### config.mk
export PLATFORM = sky130hd
export DESIGN_NAME = sprt_mul
export DESIGN_NICKNAME = d
export VERILOG_FILES = /design/src/rtl/sprt_pkg.sv /design/src/rtl/sprt_mul.sv
export SDC_FILE = /design/constraint.sdc
export NUM_CORES = 2
export LEC_CHECK = 0
export ABC_AREA = 1
export BUFFER_PORTS_ARGS = -buffer_cell sky130_fd_sc_hd__buf_2
export CAP_MARGIN = 20
export CORE_AREA = 2 2 344 261
export CTS_BUF_LIST = sky130_fd_sc_hd__clkbuf_8
export DETAILED_ROUTE_END_ITERATION = 6
export DIE_AREA = 0 0 346 263
export MAX_ROUTING_LAYER = met4
export PLACE_DENSITY_LB_ADDON = 0.3
export SKIP_LAST_GASP = 1
export SYNTH_ARGS = -nofsm -noshare
export SYNTH_HDL_FRONTEND = slang
export SYNTH_SLANG_ARGS = --single-unit
### constraint.sdc
create_clock -name clk -period 16.6 [get_ports clk]
set_clock_uncertainty 0.2 [all_clocks]
set_input_delay 3.32 -clock clk [delete_from_list [all_inputs] [get_ports clk]]
set_output_delay 3.32 -clock clk [all_outputs]
set_load 0.1 [all_outputs]
### src/rtl/sprt_pkg.sv
`timescale 1ns / 1ps
// Shared definitions for the sorted sparse row table.
// Used by sprt_mem, sprt_mul and sorted_sparse_row_table_unit.
package sprt_pkg;

    // default configuration
    localparam int DEPTH_DEF      = 64;
    localparam int INDEX_BITS_DEF = 16;
    localparam int VALUE_BITS_DEF = 32;

    // Q16.16 fraction and multiplier slice width
    localparam int FRAC_BITS = 16;
    localparam int MUL_CHUNK = 16;

    // fixed field widths
    localparam int REQ_BITS    = 2;
    localparam int STATUS_BITS = 3;
    localparam int COUNT_BITS  = 7;

    // request codes
    localparam logic [REQ_BITS-1:0] REQ_ADD    = 2'd0;
    localparam logic [REQ_BITS-1:0] REQ_LOOKUP = 2'd1;
    localparam logic [REQ_BITS-1:0] REQ_SCALE  = 2'd2;

    // status codes
    localparam logic [STATUS_BITS-1:0] STAT_OVERWRITE = 3'd0;
    localparam logic [STATUS_BITS-1:0] STAT_INSERT    = 3'd1;
    localparam logic [STATUS_BITS-1:0] STAT_DROP      = 3'd2;
    localparam logic [STATUS_BITS-1:0] STAT_HIT       = 3'd3;
    localparam logic [STATUS_BITS-1:0] STAT_MISS      = 3'd4;
    localparam logic [STATUS_BITS-1:0] STAT_SCALED    = 3'd5;

    // memory port control
    typedef struct packed {
        logic rd_en;
        logic we_col;
        logic we_val;
    } mem_ctl_t;

endpackage

### src/rtl/sprt_mul.sv
`timescale 1ns / 1ps
// Multi-cycle signed Q16.16 multiply with floor rounding and saturation.
// Depends on sprt_pkg for the fraction and slice widths.
module sprt_mul #(
    parameter int VALUE_BITS = sprt_pkg::VALUE_BITS_DEF
) (
    input  logic                         clk,
    input  logic                         rst_n,
    input  logic                         start,
    input  logic signed [VALUE_BITS-1:0] value,
    input  logic signed [VALUE_BITS-1:0] factor,
    output logic                         done,
    output logic signed [VALUE_BITS-1:0] result
);

    localparam int CHUNK = sprt_pkg::MUL_CHUNK;
    localparam int FRAC  = sprt_pkg::FRAC_BITS;
    localparam int NCH   = (VALUE_BITS + CHUNK - 1) / CHUNK;
    localparam int BPAD  = NCH * CHUNK;
    localparam int PW    = VALUE_BITS + BPAD;
    localparam int QW    = PW - FRAC;
    localparam int KW    = $clog2(NCH + 1);

    typedef enum logic [1:0] {
        M_IDLE,
        M_RUN,
        M_RND,
        M_SAT
    } mstate_t;

    mstate_t                 state_reg;
    logic [VALUE_BITS-1:0]   a_reg;
    logic [BPAD-1:0]         b_reg;
    logic                    neg_reg;
    logic [PW-1:0]           acc_reg;
    logic [QW-1:0]           q_reg;
    logic [KW-1:0]           k_reg;
    logic                    done_reg;
    logic [VALUE_BITS-1:0]   result_reg;

    logic [VALUE_BITS-1:0]         a_mag;
    logic [VALUE_BITS-1:0]         b_mag;
    logic [VALUE_BITS+CHUNK-1:0]   prod;
    logic [PW-1:0]                 acc_next;
    logic [QW-1:0]                 q_next;
    logic [VALUE_BITS-1:0]         limit;
    logic [VALUE_BITS-1:0]         sat_mag;

    assign a_mag = value[VALUE_BITS-1]  ? $unsigned(-value)  : $unsigned(value);
    assign b_mag = factor[VALUE_BITS-1] ? $unsigned(-factor) : $unsigned(factor);

    // most significant slice first, accumulator shifts up each step
    assign prod     = a_reg * b_reg[BPAD-1 -: CHUNK];
    assign acc_next = (acc_reg << CHUNK) + PW'(prod);

    // floor of a negative product: bump the magnitude when fraction bits are lost
    assign q_next = acc_reg[PW-1:FRAC]
                  + QW'(neg_reg && (acc_reg[FRAC-1:0] != '0));

    assign limit   = neg_reg ? {1'b1, {(VALUE_BITS-1){1'b0}}}
                             : {1'b0, {(VALUE_BITS-1){1'b1}}};
    assign sat_mag = (q_reg > QW'(limit)) ? limit : q_reg[VALUE_BITS-1:0];

    always_ff @(posedge clk or negedge rst_n)
    begin
        if (!rst_n)
        begin
            state_reg <= M_IDLE;
            done_reg  <= 1'b0;
        end
        else
        begin
            done_reg <= (state_reg == M_SAT);
            case (state_reg)
                M_IDLE:
                begin
                    if (start)
                    begin
                        a_reg     <= a_mag;
                        b_reg     <= BPAD'(b_mag);
                        neg_reg   <= value[VALUE_BITS-1] ^ factor[VALUE_BITS-1];
                        acc_reg   <= '0;
                        k_reg     <= '0;
                        state_reg <= M_RUN;
                    end
                end
                M_RUN:
                begin
                    acc_reg <= acc_next;
                    b_reg   <= b_reg << CHUNK;
                    k_reg   <= k_reg + KW'(1);
                    if (k_reg == KW'(NCH - 1))
                    begin
                        state_reg <= M_RND;
                    end
                end
                M_RND:
                begin
                    q_reg     <= q_next;
                    state_reg <= M_SAT;
                end
                M_SAT:
                begin
                    result_reg <= neg_reg ? (~sat_mag + VALUE_BITS'(1)) : sat_mag;
                    state_reg  <= M_IDLE;
                end
                default:
                begin
                    state_reg <= M_IDLE;
                end
            endcase
        end
    end

    assign done   = done_reg;
    assign result = $signed(result_reg);

endmodule

==> results.toml <==
[outcome]
outcome = "finished clean"

[cts]
cts_resized = 0
cts_tree = "yes"
cts_setup_buffers = 0
clkTransAtPathRegs_ns = 0.07
ctsHtreeMaxLevel = 2
cts_root_buffer = "clkbuf_8"
cts_made_buffers = 44
cts_hold_buf = 0
cts_buffer_depth = 3
cts_sinks = 214
clk_latency_ns = 0.66

[floorplanning]
rows = 94
pin_count = 100
fp.dieW_um = 346
die_y_um = 263
die_area_mm2 = 0.0910
start_util_pct = 35.0
coreArea_mm2 = 0.0873

[grt]
grt_usage_pct = 21.2
grt_max_degree = 82
antenna_found_initial = 3
first_global_vias = 24835
grt_overflow = 0
grt_pass1_wl_mm = 145

[timing]
min_period_over_period_pct = 44.4
clock.fmax_mhz = 136
slew_headroom_pct = 23.6
setup_tns_ns = 0
hold_viol_final = 0
rsz0062_at_grt = "no"
setup-violations-final = 0
fin_crit_ns = 7.37
tightest_slew_ns = 1.15
setup_ws_ns = 9.23
maxSlewViolCount = 0

[detailed_routing]
avgViaCountPerCell = 4.83
first_pass_iters = 6
drcViolationCount = 0
drt_iter0_markers = 2355
wire_per_inst_um = 17.9
wl_mm = 90.1
vias = 24354
ant_nets = 0

[setup_path]
critPathRequiredTime_ns = 16.74
crit_top_cell = "inv_1"
endpoint_kind = "flop"
crit_type = "reg2reg"
cp_num_buf_inv = 7
path_delay_family = "adder cells"
cp_slowest_stage_delay_ns = 1.00
rrSetupSlack_ns = 9.23
crit_path_start_kind = "flop"
crit_fanout = 16
worstPathArrival_ns = 7.51
crit_path_top_delay_cell = "edfxtp_1"

[logic_synthesis]
synthXorXnorAreaFrac_pct = 2.33
syn-num-nets = 4519
yosys-top-cells-count = "inv_1 (1020), nand2_1 (894), fa_1 (450)"
synthDistinctLibCells = 55
yosys-mux-area-fraction_pct = 0.0738
synth.largest_area_cell = "fa_1"
yosysMostFrequentCell = "inv_1"
synth_seq_area_share_pct = 21.0
synth_top_area_share_pct = 29.5
async_reset_ff_share_pct = 1.40
synth_area_mm2 = 0.0305
synthTopCellsByArea = "fa_1 (30%), edfxtp_1 (21%), inv_1 (13%), nand2_1 (11%), ha_1 (7.3%)"
yosys_register_bits = 214
syn_inst = 3824
synth_edf_count = 211
synth_ff_type = "edfxtp_1"
synth_top_family_by_area = "adder cells"
yosys.area_share.adder_pct = 36.8
avgSynthCellArea_um2 = 7.98
synth_compound_area_share_pct = 6.86
ys_warn_count = 0
yosys.area_share.simple_pct = 18.4

[run]
max_cap_viol_count = 0

[final_layout]
largest_reg_flops = 64
fin_area_mm2 = 0.0330
area_growth_pct = 8.24
stdcell_count = 5047
fin_nets = 4554
drive_gt1_share_pct = 6.52

[place]
gp_congestion = 0.963
dp_cells = 4965
portBuffers = 99
dp_hpwl_mm = 70.2
placed_area_mm2 = 0.0321
pre_cts_slack_ns = 9.35

[min_path]
worstHoldPathType = "reg2reg"
==> cells in the final DEF (no fill, tap or decap), types with 3 or more instances in the layout <==
cell / n
inv_1: 1028
nand2_1: 894
fa_1: 450
nor2_1: 228
edfxtp_1: 211
ha_1: 177
a21oi_1: 163
o21ai_0: 140
buf_2: 99
nand3_1: 84
xor2_1: 56
nor3_1: 45
clkbuf_8: 44
buf_4: 34
xnor2_1: 25
nand4_1: 21
a31oi_1: 21
o21a_1: 16
nor4_1: 15
nand2_2: 14
clkinv_1: 11
o21ai_1: 10
a21o_1: 9
nor2_2: 7
clkinv_2: 7
nor2_4: 6
and3_1: 6
o31ai_1: 5
nand2_4: 4
nand3_2: 4
or2_2: 4
o21bai_1: 4
o211ai_1: 4
clkinvlp_4: 4
nor3_2: 3
a21boi_0: 3
bufinv_16: 3
dfrtp_1: 3
==> per-layer routing <==
metal | global-route usage (%) | wire length (um) | part of all wire, % | vias up
met5 | - | 0 | 0 | -
li1 | - | - | - | 11523
met3 | 5.42 | 9620 | 11 | 85
met4 | 3.91 | 1480 | 1.6 | 0
met2 | 28.2 | 34900 | 39 | 991
met1 | 32.0 | 44100 | 49 | 11755
==> worst paths after layout <==
kind	to	cells past startpoint	startpoint
worst max register to register	acc_reg[56]$_SDFFCE_PN0P_	26	a_reg[26]$_DFFE_PP_
min in group asynchronous	state_reg[0]$_DFFE_PN0P_	1	rst_n
worst min register to register	b_reg[18]$_DFFE_PP_	2	b_reg[2]$_SDFFCE_PP0P_
max in group asynchronous	done$_DFF_PN0_	1	rst_n
worst max-delay path	acc_reg[56]$_SDFFCE_PN0P_	26	a_reg[26]$_DFFE_PP_
worst min-delay path	b_reg[18]$_DFFE_PP_	2	b_reg[2]$_SDFFCE_PP0P_
==> kinds of logic after synthesis <==
family | count (synthesis)
and+or+nand+nor | 1347
buffers and inverters | 1166
adders and majority gates | 628
AOI/OAI and AO/OA | 386
DFF | 214
xor gates and xnor gates | 81
muxes | 2
==> stage by stage <==
| step | hold WS (ns) | utilization, % |
|---|---|---|
| after floorplan | 0.295 | - |
| after global placement | 0.307 | 36.8 |
| after detailed placement | 0.307 | 36.8 |
| after CTS | 0.319 | 37.8 |
| after global routing | 0.356 | 37.8 |
| final | 0.314 | 37.8 |
==> layout make-up <==
type | count | area [um^2]
Antenna cell | 2 | 5.00
Clock buffer | 44 | 606
Clock inverter | 36 | 268
Fill cell | 9064 | 54200
Inverter | 1022 | 3840
Multi-Input combinational cell | 2444 | 19700
Sequential cell | 214 | 6410
Tap cell | 1152 | 1440
Timing Repair Buffer | 133 | 751
==> worst min-delay path, stage by stage (launching register included) <==
cell	delay (ns)
edfxtp_1	0.32
nand2_1	0.05
nand2_1	0.05
Power is not shown: default switching activity piles up to over one toggle a cycle in this logic, so the estimate is an artifact.
